### src/rtl/tcwc_pkg.sv
// shared types, constants and datapath command codes of the congestion window controller
package tcwc_pkg;

	localparam int SEQ_W  = 16;
	localparam int FRAC_W = 16;
	localparam int TIME_W = 32;
	localparam int DUP_W  = 3;
	localparam int SIZE_W = SEQ_W + 1;
	localparam int END_W  = SIZE_W + 1;
	localparam int QUOT_W = FRAC_W + 1;
	localparam int CNT_W  = $clog2(FRAC_W + 1);

	localparam logic [DUP_W-1:0] DUP_LIMIT       = DUP_W'(3);
	localparam logic [SEQ_W-1:0] PKT_COUNT_RST   = SEQ_W'(1024);
	localparam logic [SEQ_W-1:0] INIT_THRESH_RST = SEQ_W'(64);

	localparam logic CMD_ACK     = 1'b0;
	localparam logic CMD_TIMEOUT = 1'b1;

	typedef enum logic {
		CFG_PACKET_COUNT = 1'b0,
		CFG_INIT_THRESH  = 1'b1
	} cfg_index_t;

	typedef struct packed {
		logic              cmd;
		logic [SEQ_W-1:0]  seq;
		logic [TIME_W-1:0] pkt_stamp;
		logic [TIME_W-1:0] now;
	} in_item_t;

	typedef struct packed {
		logic [SEQ_W-1:0] win_first;
		logic [SEQ_W-1:0] win_last;
		logic             in_avoidance;
		logic [SEQ_W-1:0] thresh_now;
		logic             resend;
		logic [SEQ_W-1:0] resend_seq;
		logic             send_fin;
		logic             ignored;
	} out_item_t;

	typedef enum logic [3:0] {
		OP_NOP,
		OP_LOAD,
		OP_IGNORE,
		OP_CUT,
		OP_PREP,
		OP_SLOW,
		OP_DUP_IGNORE,
		OP_DUP_CUT,
		OP_DIV_INIT,
		OP_DIV_STEP,
		OP_GROW,
		OP_EMIT
	} dp_op_t;

	typedef struct packed {
		dp_op_t op;
	} dp_cmd_t;

	typedef struct packed {
		logic timeout;
		logic stale_ack;
		logic stale_timeout;
		logic avoid;
		logic dup_trip;
		logic cut_stale;
		logic div_last;
	} dp_status_t;

endpackage

### src/rtl/tcwc_datapath.sv
// window state, event registers, reciprocal divider and result register
module tcwc_datapath (
	input  logic                 clk,
	input  logic                 arst_n,
	input  tcwc_pkg::dp_cmd_t    cmd,
	output tcwc_pkg::dp_status_t status,
	input  tcwc_pkg::in_item_t   in_data,
	output tcwc_pkg::out_item_t  out_data,
	input  logic                 cfg_we,
	input  tcwc_pkg::cfg_index_t cfg_index,
	input  logic [15:0]          cfg_data
);

	function automatic logic [tcwc_pkg::SEQ_W-1:0] place_end(
		input logic [tcwc_pkg::SEQ_W-1:0] start,
		input logic [tcwc_pkg::END_W-1:0] size,
		input logic [tcwc_pkg::SEQ_W-1:0] bound
	);
		logic [tcwc_pkg::END_W-1:0] e;
		e = {2'b00, start} + size - tcwc_pkg::END_W'(1);
		if (e < {2'b00, bound})
			return e[tcwc_pkg::SEQ_W-1:0];
		return bound;
	endfunction

	logic [tcwc_pkg::SEQ_W-1:0]  pkt_count_q;
	logic [tcwc_pkg::SEQ_W-1:0]  first_q;
	logic [tcwc_pkg::SEQ_W-1:0]  last_q;
	logic [tcwc_pkg::SEQ_W-1:0]  thresh_q;
	logic                        avoid_q;
	logic [tcwc_pkg::DUP_W-1:0]  dup_q;
	logic [tcwc_pkg::FRAC_W-1:0] frac_q;
	logic [tcwc_pkg::TIME_W-1:0] ignore_q;
	logic                        resend_q;
	logic                        fin_q;
	logic                        ignored_q;
	logic [tcwc_pkg::CNT_W-1:0]  cnt_q;

	logic                        ev_cmd_q;
	logic [tcwc_pkg::SEQ_W-1:0]  ev_seq_q;
	logic [tcwc_pkg::TIME_W-1:0] ev_stamp_q;
	logic [tcwc_pkg::TIME_W-1:0] ev_now_q;
	logic [tcwc_pkg::SIZE_W-1:0] rem_q;
	logic [tcwc_pkg::SIZE_W-1:0] div_q;
	logic [tcwc_pkg::QUOT_W-1:0] quot_q;
	tcwc_pkg::out_item_t         out_q;

	logic [tcwc_pkg::SIZE_W-1:0]   size_cur;
	logic [tcwc_pkg::SIZE_W-1:0]   size_slow;
	logic [tcwc_pkg::SEQ_W-1:0]    bound;
	logic                          fin_hit;
	logic [tcwc_pkg::DUP_W-1:0]    dup_next;
	logic [tcwc_pkg::SIZE_W:0]     trial;
	logic                          trial_ge;
	logic                          dbit;
	logic [tcwc_pkg::FRAC_W+1:0]   acc;
	logic [tcwc_pkg::END_W-1:0]    size_grow;

	always_comb begin
		if (last_q < first_q)
			size_cur = tcwc_pkg::SIZE_W'(1);
		else
			size_cur = {1'b0, last_q} - {1'b0, first_q} + tcwc_pkg::SIZE_W'(1);
		size_slow = size_cur + tcwc_pkg::SIZE_W'(1);
		bound = (pkt_count_q == '0) ? '0 : pkt_count_q - tcwc_pkg::SEQ_W'(1);
		fin_hit = (ev_seq_q == pkt_count_q);
		if (fin_hit || (ev_seq_q == first_q))
			dup_next = dup_q + tcwc_pkg::DUP_W'(1);
		else
			dup_next = '0;
		dbit = (cnt_q == tcwc_pkg::CNT_W'(tcwc_pkg::FRAC_W));
		trial = {rem_q, dbit};
		trial_ge = (trial >= {1'b0, div_q});
		acc = {2'b00, frac_q} + {1'b0, quot_q};
		size_grow = {1'b0, size_cur} + {{(tcwc_pkg::END_W-2){1'b0}},
			acc[tcwc_pkg::FRAC_W+1:tcwc_pkg::FRAC_W]};
	end

	assign status.timeout       = (ev_cmd_q == tcwc_pkg::CMD_TIMEOUT);
	assign status.stale_ack     = (ev_seq_q < first_q);
	assign status.stale_timeout = (ev_stamp_q < ignore_q);
	assign status.avoid         = avoid_q;
	assign status.dup_trip      = (dup_q > tcwc_pkg::DUP_LIMIT);
	assign status.cut_stale     = (ev_now_q < ignore_q);
	assign status.div_last      = (cnt_q == '0);

	assign out_data = out_q;

	// window state
	always_ff @(posedge clk or negedge arst_n) begin
		if (!arst_n) begin
			pkt_count_q <= tcwc_pkg::PKT_COUNT_RST;
			first_q     <= '0;
			last_q      <= '0;
			thresh_q    <= tcwc_pkg::INIT_THRESH_RST;
			avoid_q     <= 1'b0;
			dup_q       <= '0;
			frac_q      <= '0;
			ignore_q    <= '0;
			resend_q    <= 1'b0;
			fin_q       <= 1'b0;
			ignored_q   <= 1'b0;
			cnt_q       <= '0;
		end else begin
			if (cfg_we) begin
				unique case (cfg_index)
					tcwc_pkg::CFG_PACKET_COUNT: pkt_count_q <= cfg_data;
					tcwc_pkg::CFG_INIT_THRESH:  thresh_q    <= cfg_data;
					default: ;
				endcase
			end
			unique case (cmd.op)
				tcwc_pkg::OP_LOAD: begin
					resend_q  <= 1'b0;
					fin_q     <= 1'b0;
					ignored_q <= 1'b0;
				end
				tcwc_pkg::OP_IGNORE: begin
					ignored_q <= 1'b1;
				end
				tcwc_pkg::OP_CUT: begin
					ignore_q <= ev_now_q;
					avoid_q  <= 1'b0;
					thresh_q <= size_cur[tcwc_pkg::SIZE_W-1:1];
					last_q   <= first_q;
					resend_q <= 1'b1;
				end
				tcwc_pkg::OP_PREP: begin
					if (fin_hit) begin
						first_q <= ev_seq_q;
						last_q  <= ev_seq_q;
						fin_q   <= 1'b1;
					end
					if (avoid_q)
						dup_q <= dup_next;
				end
				tcwc_pkg::OP_SLOW: begin
					first_q <= ev_seq_q;
					last_q  <= place_end(ev_seq_q, {1'b0, size_slow}, bound);
					if (size_slow > {1'b0, thresh_q})
						avoid_q <= 1'b1;
				end
				tcwc_pkg::OP_DUP_IGNORE: begin
					dup_q     <= '0;
					ignored_q <= 1'b1;
				end
				tcwc_pkg::OP_DUP_CUT: begin
					dup_q    <= '0;
					ignore_q <= ev_now_q;
					avoid_q  <= 1'b0;
					thresh_q <= size_cur[tcwc_pkg::SIZE_W-1:1];
					last_q   <= first_q;
					resend_q <= 1'b1;
				end
				tcwc_pkg::OP_DIV_INIT: begin
					cnt_q <= tcwc_pkg::CNT_W'(tcwc_pkg::FRAC_W);
				end
				tcwc_pkg::OP_DIV_STEP: begin
					cnt_q <= cnt_q - tcwc_pkg::CNT_W'(1);
				end
				tcwc_pkg::OP_GROW: begin
					frac_q  <= acc[tcwc_pkg::FRAC_W-1:0];
					first_q <= ev_seq_q;
					last_q  <= place_end(ev_seq_q, size_grow, bound);
				end
				default: ;
			endcase
		end
	end

	// event capture, divider and result payload
	always_ff @(posedge clk) begin
		unique case (cmd.op)
			tcwc_pkg::OP_LOAD: begin
				ev_cmd_q   <= in_data.cmd;
				ev_seq_q   <= in_data.seq;
				ev_stamp_q <= in_data.pkt_stamp;
				ev_now_q   <= in_data.now;
			end
			tcwc_pkg::OP_DIV_INIT: begin
				div_q  <= size_cur;
				rem_q  <= '0;
				quot_q <= '0;
			end
			tcwc_pkg::OP_DIV_STEP: begin
				if (trial_ge)
					rem_q <= tcwc_pkg::SIZE_W'(trial - {1'b0, div_q});
				else
					rem_q <= trial[tcwc_pkg::SIZE_W-1:0];
				quot_q <= {quot_q[tcwc_pkg::QUOT_W-2:0], trial_ge};
			end
			tcwc_pkg::OP_EMIT: begin
				out_q.win_first    <= first_q;
				out_q.win_last     <= last_q;
				out_q.in_avoidance <= avoid_q;
				out_q.thresh_now   <= thresh_q;
				out_q.resend       <= resend_q;
				out_q.resend_seq   <= resend_q ? ev_seq_q : '0;
				out_q.send_fin     <= fin_q;
				out_q.ignored      <= ignored_q;
			end
			default: ;
		endcase
	end

endmodule

### src/rtl/tcwc_controller.sv
// event sequencing state machine of the congestion window controller
module tcwc_controller (
	input  logic                 clk,
	input  logic                 arst_n,
	input  logic                 in_valid,
	output logic                 in_ready,
	output logic                 out_valid,
	input  logic                 out_ready,
	output tcwc_pkg::dp_cmd_t    cmd,
	input  tcwc_pkg::dp_status_t status
);

	typedef enum logic [2:0] {
		S_IDLE,
		S_CHECK,
		S_PHASE,
		S_DIV,
		S_GROW,
		S_FINISH
	} state_t;

	state_t state_q;
	logic   out_valid_q;
	logic   slot_free;

	assign in_ready  = (state_q == S_IDLE);
	assign out_valid = out_valid_q;
	assign slot_free = !out_valid_q || out_ready;

	always_comb begin
		cmd.op = tcwc_pkg::OP_NOP;
		unique case (state_q)
			S_IDLE: begin
				if (in_valid)
					cmd.op = tcwc_pkg::OP_LOAD;
			end
			S_CHECK: begin
				if (status.timeout)
					cmd.op = status.stale_timeout ? tcwc_pkg::OP_IGNORE : tcwc_pkg::OP_CUT;
				else if (status.stale_ack)
					cmd.op = tcwc_pkg::OP_IGNORE;
				else
					cmd.op = tcwc_pkg::OP_PREP;
			end
			S_PHASE: begin
				if (!status.avoid)
					cmd.op = tcwc_pkg::OP_SLOW;
				else if (status.dup_trip)
					cmd.op = status.cut_stale ? tcwc_pkg::OP_DUP_IGNORE
						: tcwc_pkg::OP_DUP_CUT;
				else
					cmd.op = tcwc_pkg::OP_DIV_INIT;
			end
			S_DIV:    cmd.op = tcwc_pkg::OP_DIV_STEP;
			S_GROW:   cmd.op = tcwc_pkg::OP_GROW;
			S_FINISH: begin
				if (slot_free)
					cmd.op = tcwc_pkg::OP_EMIT;
			end
			default: cmd.op = tcwc_pkg::OP_NOP;
		endcase
	end

	always_ff @(posedge clk or negedge arst_n) begin
		if (!arst_n) begin
			state_q     <= S_IDLE;
			out_valid_q <= 1'b0;
		end else begin
			if (state_q == S_FINISH && slot_free)
				out_valid_q <= 1'b1;
			else if (out_ready)
				out_valid_q <= 1'b0;
			unique case (state_q)
				S_IDLE: begin
					if (in_valid)
						state_q <= S_CHECK;
				end
				S_CHECK: begin
					if (status.timeout || status.stale_ack)
						state_q <= S_FINISH;
					else
						state_q <= S_PHASE;
				end
				S_PHASE: begin
					if (status.avoid && !status.dup_trip)
						state_q <= S_DIV;
					else
						state_q <= S_FINISH;
				end
				S_DIV: begin
					if (status.div_last)
						state_q <= S_GROW;
				end
				S_GROW: state_q <= S_FINISH;
				S_FINISH: begin
					if (slot_free)
						state_q <= S_IDLE;
				end
				default: state_q <= S_IDLE;
			endcase
		end
	end

endmodule

### src/rtl/tcp_congestion_window_control.sv
// top level of the congestion window controller: sequencer plus window datapath
// Reno-style congestion window for one flow. Each transfer on the input channel is an ack
// or a timeout event and produces exactly one result transfer with the updated window,
// phase, threshold and resend/fin/ignored flags. One event is processed at a time; a
// timeout or an ack below the window goes straight to the result, a slow start ack or a
// fourth duplicate ack passes the phase step first, and a congestion avoidance ack also
// runs the 17-step restoring divider that forms the 1/W growth increment. A finished
// result sits in the output register while the next event is accepted; a result that
// is not taken holds the following one back.
// Configuration writes are always ready and take effect in the cycle after the transfer;
// a write of initial_threshold also loads the current threshold.
module tcp_congestion_window_control (
	input  logic                 clk,
	input  logic                 arst_n,
	input  logic                 in_valid,
	output logic                 in_ready,
	input  tcwc_pkg::in_item_t   in_data,
	output logic                 out_valid,
	input  logic                 out_ready,
	output tcwc_pkg::out_item_t  out_data,
	input  logic                 cfg_valid,
	output logic                 cfg_ready,
	input  tcwc_pkg::cfg_index_t cfg_index,
	input  logic [15:0]          cfg_data
);

	tcwc_pkg::dp_cmd_t    dp_cmd;
	tcwc_pkg::dp_status_t dp_status;

	assign cfg_ready = 1'b1;

	tcwc_controller u_ctrl (
		.clk       (clk),
		.arst_n    (arst_n),
		.in_valid  (in_valid),
		.in_ready  (in_ready),
		.out_valid (out_valid),
		.out_ready (out_ready),
		.cmd       (dp_cmd),
		.status    (dp_status)
	);

	tcwc_datapath u_dp (
		.clk       (clk),
		.arst_n    (arst_n),
		.cmd       (dp_cmd),
		.status    (dp_status),
		.in_data   (in_data),
		.out_data  (out_data),
		.cfg_we    (cfg_valid & cfg_ready),
		.cfg_index (cfg_index),
		.cfg_data  (cfg_data)
	);

endmodule
### config.mk
export PLATFORM = sky130hd
export DESIGN_NAME = tcp_congestion_window_control
export DESIGN_NICKNAME = d
export VERILOG_FILES = /design/src/rtl/tcwc_pkg.sv /design/src/rtl/tcwc_datapath.sv /design/src/rtl/tcwc_controller.sv /design/src/rtl/tcp_congestion_window_control.sv
export SDC_FILE = /design/constraint.sdc
export NUM_CORES = 1
export LEC_CHECK = 0
export BUFFER_PORTS_ARGS = -buffer_cell sky130_fd_sc_hd__buf_4
export CORE_ASPECT_RATIO = 2
export CORE_MARGIN = 3
export CORE_UTILIZATION = 60
export DETAILED_ROUTE_END_ITERATION = 6
export PLACE_DENSITY = 0.9
export SLEW_MARGIN = 0
export SYNTH_ARGS = -nofsm -noshare
export SYNTH_HDL_FRONTEND = slang
export SYNTH_SLANG_ARGS = --single-unit
### constraint.sdc
create_clock -name clk -period 9.6 [get_ports clk]
set_input_delay 0.96 -clock clk [delete_from_list [all_inputs] [get_ports clk]]
set_output_delay 0.96 -clock clk [all_outputs]
set_load 0.02 [all_outputs]
Word-level counts from Yosys, hierarchy flattened
Index checks and enable logic that the tools add are counted.
- register bits: 328
- input bits: 103
- output and inout bits: 71
- word-level logic and storage cells: 156
- add/subtract/negate cells: 13
- $lt $le $gt $ge: 9
- equality and inequality tests: 25
- muxes and demuxes: 46
- bitwise operators: 1
- reductions and logical operators: 33
- operators with widths (operator ; number):
    $mux W16 ; 9
    $pmux W17 S2 ; 2
    $lt A32 B32 Y1 ; 2
    $pmux W16 S4 ; 1
    $add A16 B17 Y18 ; 2
    $lt A18 B16 Y1 ; 2
    $sub A18 B1 Y18 const B ; 2
    $add A17 B1 Y17 const B ; 2
    $mux W17 ; 2
    $eq A16 B16 Y1 ; 2
    $lt A16 B16 Y1 ; 2
    $pmux W16 S2 ; 1
    $mux W3 ; 8
    $pmux W4 S6 ; 1
    $reduce_bool A2 Y1 ; 10
    $add A16 B18 Y18 ; 1
    $add A17 B2 Y18 ; 1
    $ge A18 B17 Y1 ; 1
    $pmux W3 S6 ; 1
    $gt A17 B16 Y1 ; 1
    $sub A16 B16 Y17 ; 1
    $sub A17 B17 Y17 ; 1
    $eq A4 B3 Y1 const B ; 4
    $eq A4 B4 Y1 const B ; 4
    other kinds (28) ; 64

Depth between registers and ports, before layout
Gate-level depths: netlist (run 1).
- depth after elaboration: 11
- gate-level depth with buffers: 38
- gate-level depth less buffers: 36

Cells and area by module
From an unflattened synthesis (run 1), not the netlist that was laid out.
- cell total of the unflattened synthesis: 2150
- area, all modules: 21461.8 um^2
- by module, submodules not included (module ; instances ; cells each ; area an instance (um^2) ; seq. area each (um^2)):
    tcwc_datapath ; 1 ; 2097 ; 21075.2 ; 9111.2
    tcwc_controller ; 1 ; 51 ; 375.4 ; 100.1
    tcp_congestion_window_control ; 1 ; 2 ; 11.3 ; 0.0

Worst setup path before layout (run 1)
OpenSTA, ideal clock, no wires.
- path kind: reg2reg
- from: reg u_dp.quot_q[0] in the netlist's numbering
- to: reg u_dp.last_q[11] in the netlist's numbering
- setup time: 0.142 ns
- arrival: 7.391 ns
- required time: 9.458 ns
- slack: 2.066 ns
- cell stages (with the launch flop): 39
- path buffers: 2
- clock period less this slack: 7.534 ns
- cells stage by stage: edfxtp_1 ha_1 fa_1 a21o_1 a21oi_1 o21bai_1 a21oi_1 o21ai_0 and2_1 o31a_1 o41ai_1 o211ai_1 a21oi_1 xor2_1 ha_1 fa_1 inv_1 ha_1 [... 3 more ...] o21a_1 nor2_1 o21ai_0 a211oi_1 o21bai_1 a21oi_1 xnor2_1 ha_1 nor2b_1 o21ai_0 nand2b_1 a21oi_1 and4b_1 clkbuf_1 clkbuf_1 nor3_1 a2111oi_0 o22ai_1
- cells in the longest elaborated chain, start to end: 9
- elaborated cells on any way between the ends: 10
- those cells by class: add/sub: 4; order compare: 1; mux: 5
- RTL lines (item ; line ; source):
    from (decl) ; tcwc_datapath.sv:45 ; logic [tcwc_pkg::QUOT_W-1:0] quot_q;
    from (signal assigned) ; tcwc_datapath.sv:190 ; quot_q <= {quot_q[tcwc_pkg::QUOT_W-2:0], trial_ge};
    $add A16 B17 Y18 * ; tcwc_datapath.sv:74 ; acc = {2'b00, frac_q} + {1'b0, quot_q};
    $add A17 B2 Y18 * ; tcwc_datapath.sv:75 ; size_grow = {1'b0, size_cur} + {{(tcwc_pkg::END_W-2){1'b0}},
    $add A16 B18 Y18 * ; tcwc_datapath.sv:20 ; e = {2'b00, start} + size - tcwc_pkg::END_W'(1);
    $sub A18 B1 Y18 * ; tcwc_datapath.sv:20 ;
    $lt A18 B16 Y1 ; tcwc_datapath.sv:21 ; if (e < {2'b00, bound})
    $mux W1 ; tcwc_datapath.sv:21 ;
    $mux W1 ; tcwc_datapath.sv:112 ; unique case (cmd.op)
    $mux W16 * ; tcwc_datapath.sv:23 ; return bound;
    $pmux W16 S4 * ; tcwc_datapath.sv:112 ;
    to (signal assigned) ; tcwc_datapath.sv:125 ; last_q <= first_q;
    to (signal assigned) ; tcwc_datapath.sv:131 ; last_q <= ev_seq_q;
    to (signal assigned) ; tcwc_datapath.sv:139 ; last_q <= place_end(ev_seq_q, {1'b0, size_slow}, bound);
    to (decl) ; tcwc_datapath.sv:28 ; logic [tcwc_pkg::SEQ_W-1:0] last_q;
Every way passes the cells marked *; elsewhere a longest branch is shown, timed or not. The select of a mux whose other input is x is not followed.
A chain may end at the register's enable or synchronous reset.

Worst setup path after layout (run 1)
- from: reg u_dp.first_q[2] in the netlist's numbering
- to: reg u_dp.last_q[2] in the netlist's numbering
- elaborated cells on any way between the ends: 34
- those cells by class: add/sub: 8; order compare: 4; eq/ne: 6; mux: 13; reduce/logical: 3
- RTL lines (item ; line ; source):
    from (decl) ; tcwc_datapath.sv:27 ; logic [tcwc_pkg::SEQ_W-1:0] first_q;
    from (signal assigned) ; tcwc_datapath.sv:130 ; first_q <= ev_seq_q;
    from (signal assigned) ; tcwc_datapath.sv:138 ; first_q <= ev_seq_q;
    from (signal assigned) ; tcwc_datapath.sv:163 ; first_q <= ev_seq_q;
    $lt A16 B16 Y1 * ; tcwc_datapath.sv:60 ; if (last_q < first_q)
    $mux W17 * ; tcwc_datapath.sv:60 ;
    named net u_dp.size_cur (one bit) ; tcwc_datapath.sv:48 ; logic [tcwc_pkg::SIZE_W-1:0] size_cur;
    $add A17 B2 Y18 / $add A17 B1 Y17 (equally long branches) ; tcwc_datapath.sv:75, tcwc_datapath.sv:64 ;
    $add A16 B18 Y18 / $add A16 B17 Y18 (equally long branches) ; tcwc_datapath.sv:20 ;
    $sub A18 B1 Y18 ; tcwc_datapath.sv:20 ;
    $lt A18 B16 Y1 ; tcwc_datapath.sv:21 ;
    $mux W1 ; tcwc_datapath.sv:21 ;
    $mux W1 ; tcwc_datapath.sv:112 ;
    $mux W16 ; tcwc_datapath.sv:23 ;
    $pmux W16 S4 * ; tcwc_datapath.sv:112 ;
Mark *: on every way through the listed nets, which the timed path passes. The rest lies on a longest branch. The select of a mux whose other input is x is not followed.

==> qor.txt, run 1 <==
====================================================================================
Fmax                                                                         116 MHz
Average cell area after synthesis                                         10.1 sq um
Die H                                                                         272 um
Root Buffer                                                                clkbuf_16
Count of antenna diodes in the layout                                              0
Reg2reg start                                                           u_dp.first_q[2]$_DFFE_PN0P_
Remaining design rule violation count                                              8
Most common cell type on the critical path                                      ha_1
Post-detailed-routing wire length                                           65500 um
Cts bufs inserted                                                                 30
Clock sink count                                                                 328
Count of cells along the worst register-to-register path                          33
Synth top area cells                                                    edfxtp_1, ha_1, dfrtp_1, inv_1, nand2_1
CP startpoint kind                                                         flip-flop
Final Slew Violations                                                              0
Unrepaired setup endpoints after global routing                                   no
Core outline area                                                        35100 sq um
Required time of the critical path                                          10.08 ns
Overall global routing resource usage                                          34.4%
Starting density of the core                                                   60.7%
Number of violations of the max-capacitance limit                                  0
CP max-delay cell                                                             xor2_1
Longest individual stage delay on the worst path                             0.62 ns
Count leader, synth                                                             ha_1
Kind of critical path                                                   flip-flop to flip-flop
Number of levels in the clock H-tree                                               1
TNS Setup                                                                       0 ns
Fillers                                                                         2585
Period minus WS final                                                        8.64 ns
Fraction of layout instances using a drive strength above 1                    12.8%
Mapped Nets                                                                     2493
Detailed-route wire length per cell                                          24.0 um
Synthesized area                                                         21300 sq um
Register bit count reported by yosys                                             328
Die area                                                                 37900 sq um
Pin count of the biggest net entering global routing                              75
Primary flip-flop cell chosen by synthesis mapping                          edfxtp_1
Post-CTS Setup Inserts                                                             0
Via-to-Cell Ratio                                                               6.27
Top cells by instance count after synthesis                             ha_1, inv_1, edfxtp_1
Buffers added on ports                                                           172
Proportion of synthesized flip-flops having asynchronous set or reset          39.0%
Clock latency on the worst-skew pair                                         0.58 ns
Worst clock skew                                                           0.0186 ns
Library cell with the largest summed area after synthesis                   edfxtp_1
End of the worst register-to-register path                              u_dp.last_q[2]$_DFFE_PN0P_
Chip width                                                                    139 um
First-pass GRT wire length                                                 101000 um
Worst setup slack for register-to-register paths                             0.96 ns
Final Hold Violating Endpoints                                                     0
DPL Wire Length                                                             50600 um
Vias after detailed routing                                                    17100
Deepest clock path buffer count                                                    3
Worst slew margin relative to its limit                                        25.2%
IO Pins                                                                          174
Distinct cells, synth                                                             73
Number of antenna violations at the first check in global routing                  0
Violated checks                                                                  DRC
Tightest Pin Transition                                                      1.12 ns
Run status                                                              finished with violations
Final-report setup violation count                                                 0
CTS tree                                                                       built
Clock transition at path regs                                                0.07 ns
Placement row count                                                               97
Remaining antenna violation count                                                  0
Post-layout nets                                                                2657
Resized Gates After CTS                                                            0
Count of hold buffers inserted by post-cts repair                                  0
Type of the tightest min-delay check                                    input port to asynchronous set/reset pin
Length of the first detailed-routing pass in iterations                            7
Placer's final routability congestion estimate                                  1.09
Layout-stage area growth over the synthesis result                             13.3%
Critical path endpoint category                                            flip-flop
End-of-flow core utilization                                                   68.8%
Drt initial violations                                                          1004
Fraction of the cycle the final worst path needs                               90.0%
Synthesis warning total                                                            0
Fraction of post-synthesis cell area in the top cell type by area              28.2%
Peak fanout along the critical path                                               16
Vias in the first global route                                                 18200
Number of enable flip-flop cells after synthesis                                 200
Leftover overflow at the end of global routing                                     0
Worst Path Arrival                                                           9.13 ns
Post-synthesis sequential area ratio                                           43.2%
Post-synthesis cell count                                                       2102
====================================================================================
==> per-stage QoR <==
step                      area [sq um]  hold WS, ns  std cells  worst slack (ns)
after floorplan                  21300        0.425       2102              2.07
after global placement           23100        0.452       2679              1.04
after detailed placement         23100        0.456       2679             0.851
after CTS                        24100        0.362       2735             0.853
after global routing             24100        0.389       2735             0.230
final                            24100        0.353       2735             0.957
==> final cells by class <==
class | count | area (sq um) | share of cell area, %
inverter | 258 | 968 | 4.01
tap | 445 | 557 | 2.31
clock inverter | 23 | 256 | 1.06
clock buffer | 33 | 793 | 3.29
sequential | 328 | 9210 | 38.2
multi-input combinational | 1458 | 10900 | 45.2
timing repair buffer | 190 | 1430 | 5.93
==> worst max-delay path by stage <==
stage / start / endpoint / slack (ns)
6_report: u_dp.first_q[2]$_DFFE_PN0P_ / u_dp.last_q[2]$_DFFE_PN0P_ / 0.96
5_1_grt: u_dp.quot_q[0]$_SDFFCE_PN0P_ / u_dp.last_q[11]$_DFFE_PN0P_ / 0.23
4_1_cts: u_dp.quot_q[0]$_SDFFCE_PN0P_ / u_dp.last_q[11]$_DFFE_PN0P_ / 0.85
3_5_place_dp: u_dp.quot_q[0]$_SDFFCE_PN0P_ / u_dp.last_q[11]$_DFFE_PN0P_ / 0.85
3_3_place_gp: u_dp.quot_q[0]$_SDFFCE_PN0P_ / u_dp.last_q[13]$_DFFE_PN0P_ / 1.04
2_1_floorplan: u_dp.quot_q[0]$_SDFFCE_PN0P_ / u_dp.last_q[11]$_DFFE_PN0P_ / 2.07
==> cells by family (layout without fill, tap and decap cells) <==
group	Yosys count	after routing	share of synthesized area [%]
simple gates	555	555	12.8
compound gates	435	435	12.9
flops	328	328	43.2
buf+inv	316	504	5.63
fa+ha+maj	288	288	17.4
xor+xnor	100	100	4.15
mux	79	79	3.87
other cells	1	1	0.0176
==> layer usage <==
layer	up-vias	wire length, um	global-route usage [%]
li1	7765	-	-
met1	8218	20600	33.1
met2	831	33200	61.0
met3	332	4170	5.74
met4	0	7580	32.0
met5	-	0	0
==> registers in the layout, summed over array words and instances (netlist names), 16 cells and up <==
| register | flops |
|---|---|
| u_dp.div_q | 17 |
| u_dp.ev_now_q | 32 |
| u_dp.ev_seq_q | 16 |
| u_dp.ev_stamp_q | 32 |
| u_dp.first_q | 16 |
| u_dp.frac_q | 16 |
| u_dp.ignore_q | 32 |
| u_dp.last_q | 16 |
| u_dp.out_data | 68 |
| u_dp.pkt_count_q | 16 |
| u_dp.quot_q | 17 |
| u_dp.rem_q | 17 |
| u_dp.thresh_q | 16 |
==> placed cells by master (no fill, tap or decap), drive strengths merged, types with 20 or more instances in the layout <==
| master | count |
|---|---|
| and3 | 50 |
| buf | 190 |
| nor2b | 25 |
| dfrtp | 126 |
| nand2 | 181 |
| nand4 | 26 |
| clkbuf | 33 |
| nor3 | 42 |
| xor2 | 48 |
| ha | 275 |
| mux2 | 21 |
| and2 | 30 |
| nor2 | 113 |
| a21o | 55 |
| o21ai | 140 |
| mux2i | 58 |
| edfxtp | 200 |
| nand3 | 20 |
| xnor2 | 52 |
| a21oi | 95 |
| inv | 264 |
==> critical path, delay by kind of cell (launching register included) <==
family	cells	cell delay, ns
buffers and inverters	4	0.64
muxes	2	0.49
adders and majority gates	6	2.06
AOI/OAI and AO/OA	11	2.56
and+or+nand+nor	8	1.47
DFF	1	0.45
xor gates and xnor gates	2	0.88
Power of run 1 is left out: the tool's default activity adds up to more than one toggle a clock period on the data nets, which glitch-free logic cannot reach.
==> inputs of run 2 (changes only) <==
Settings changed: BUFFER_PORTS_ARGS -buffer_cell sky130_fd_sc_hd__buf_4 to unset, DONT_BUFFER_PORTS set to 1, PLACE_DENSITY 0.9 to 0.86.
==> run 2 against run 1 <==
The flow now finishes without violations. Critical path depth up 4. Utilization fell by 3.9 points. Die area unchanged. Hold slack got worse by 0.29 ns. Global-route usage fell by 2.9 points. Clock skew is 0.0050 ns higher. Design area down 5.6%. Flip-flop and latch count unchanged. Critical path type unchanged. Critical endpoint is now u_dp.last_q[7]$_DFFE_PN0P_. Highest routed layer unchanged.
==> qor.txt, run 2 (synthesis gave the netlist of run 1 again) <==
==================================================================================
Run status                                                               completed
Vias in the first global route                                               16900   -7.0%
Deepest clock path buffer count                                                  3   unchanged
Remaining antenna violation count                                                0   unchanged
Die H                                                                       272 um   unchanged
DPL Wire Length                                                           47300 um   -6.5%
Longest individual stage delay on the worst path                           0.65 ns   +0.03 ns
Final Hold Violating Endpoints                                                   0   unchanged
Fraction of layout instances using a drive strength above 1                  5.26%   -7.5 points
CP max-delay cell                                                          and4b_1
Period minus WS final                                                      8.81 ns   +0.169 ns
Core outline area                                                      35100 sq um   unchanged
Required time of the critical path                                        10.06 ns   -0.02 ns
Placement row count                                                             97   unchanged
Via-to-Cell Ratio                                                             6.27   about the same
Crit path max-delay family                                            compound AO/OA/AOI/OAI gates
CP startpoint kind                                                       flip-flop
First-pass GRT wire length                                                92100 um   -8.4%
Unrepaired setup endpoints after global routing                                 no
Pin count of the biggest net entering global routing                           129   +72%
Remaining design rule violation count                                            0   -8
Overall global routing resource usage                                        31.4%   -2.9 points
Die area                                                               37900 sq um   unchanged
Vias after detailed routing                                                  16000   -6.5%
Number of violations of the max-capacitance limit                                0   unchanged
Post-layout nets                                                              2481   -6.6%
Number of levels in the clock H-tree                                             1   unchanged
Most frequent cells in the layout                                     ha_1, inv_1, edfxtp_1
IO Pins                                                                        174   unchanged
Starting density of the core                                                 60.7%   unchanged
Drt initial violations                                                        1071   +6.7%
Critical path endpoint category                                          flip-flop
Layout-stage area growth over the synthesis result                           6.91%
Worst Path Arrival                                                         9.28 ns   +0.15 ns
Tightest Pin Transition                                                    1.13 ns   +0.00470 ns
Chip width                                                                  139 um   unchanged
Resized Gates After CTS                                                          0   unchanged
Post-CTS Setup Inserts                                                           0   unchanged
Number of antenna violations at the first check in global routing                1   +1
CTS tree                                                                     built
Peak fanout along the critical path                                             16   unchanged
Fillers                                                                       2656   +2.7%
Buffers added on ports                                                           0   -100%
Clock transition at path regs                                              0.07 ns   about the same
Kind of critical path                                                 flip-flop to flip-flop
Worst clock skew                                                         0.0237 ns   +0.00503 ns
Commonest non-fill, non-tap cell in the layout                                ha_1
Root Buffer                                                              clkbuf_16
Placer's final routability congestion estimate                                1.03   -5.0%
Fmax                                                                       113 MHz   -1.9%
Leftover overflow at the end of global routing                                   0   unchanged
Most common cell type on the critical path                                 a21oi_1
Length of the first detailed-routing pass in iterations                          5   -2
Flip-flop count of the largest register, all copies and words added             68   unchanged
Cts bufs inserted                                                               28   -6.7%
Worst slew margin relative to its limit                                      24.4%   -0.85 points
Post-detailed-routing wire length                                         60400 um   -7.8%
Final-report setup violation count                                               0   unchanged
Final Slew Violations                                                            0   unchanged
Clock sink count                                                               328   unchanged
Count of hold buffers inserted by post-cts repair                                0   unchanged
Detailed-route wire length per cell                                        23.6 um   -1.4%
Crit path buf inv count                                                          3   -1
Fraction of the cycle the final worst path needs                             91.8%   +1.8 points
TNS Setup                                                                     0 ns   unchanged
Type of the tightest min-delay check                                  input port to asynchronous set/reset pin
Clock latency on the worst-skew pair                                       0.59 ns   about the same
==================================================================================
==> run 2: layout make-up <==
type | instances | area, sq um | area share, %
timing repair buffer | 16 | 120 | 0.528
multi-input combinational | 1458 | 10900 | 47.9
inverter | 258 | 970 | 4.26
clock buffer | 30 | 708 | 3.11
clock inverter | 22 | 292 | 1.28
antenna | 1 | 2.50 | 0.0110
tap | 445 | 557 | 2.45
sequential | 328 | 9210 | 40.5
==> run 2: path summary, 6_finish.rpt <==
kind | slack, ns | start | cells after the start | end
max | 0.79 | u_dp.quot_q[0]$_SDFFCE_PN0P_ | 37 | u_dp.last_q[7]$_DFFE_PN0P_
min | 0.06 | arst_n | 0 | u_dp.thresh_q[2]$_DFFE_PN0P_
max reg2reg | 0.79 | u_dp.quot_q[0]$_SDFFCE_PN0P_ | 37 | u_dp.last_q[7]$_DFFE_PN0P_
min reg2reg | 0.48 | u_dp.ignored_q$_DFFE_PN0P_ | 0 | u_dp.out_data[0]$_DFFE_PN_
max in group asynchronous | 9.21 | arst_n | 0 | u_dp.cnt_q[0]$_DFFE_PN0P_
min in group clk | 0.46 | in_data[28] | 0 | u_dp.ev_now_q[28]$_DFFE_PP_
==> run 2: through the flow <==
step           setup WS, ns  util [%]  instances  hold WS [ns]  cell area (sq um)
3_3_place_gp           1.16      62.1       2505         0.451              21800
2_1_floorplan          2.07         -       2102         0.425              21300
6_report              0.788      64.9       2558        0.0634              22800
5_1_grt               0.128      64.9       2557        0.0428              22800
4_1_cts               0.944      64.9       2557        0.0540              22800
3_5_place_dp           1.02      62.1       2505         0.444              21800
==> run 2: layer usage <==
metal  share of wire, %  global-route usage, %
met1                 30                   27.7
met2                 53                   58.7
met3                4.4                   4.64
met4                 12                   30.1
met5                  0                      0
Power of run 2 is left out for the same reason.
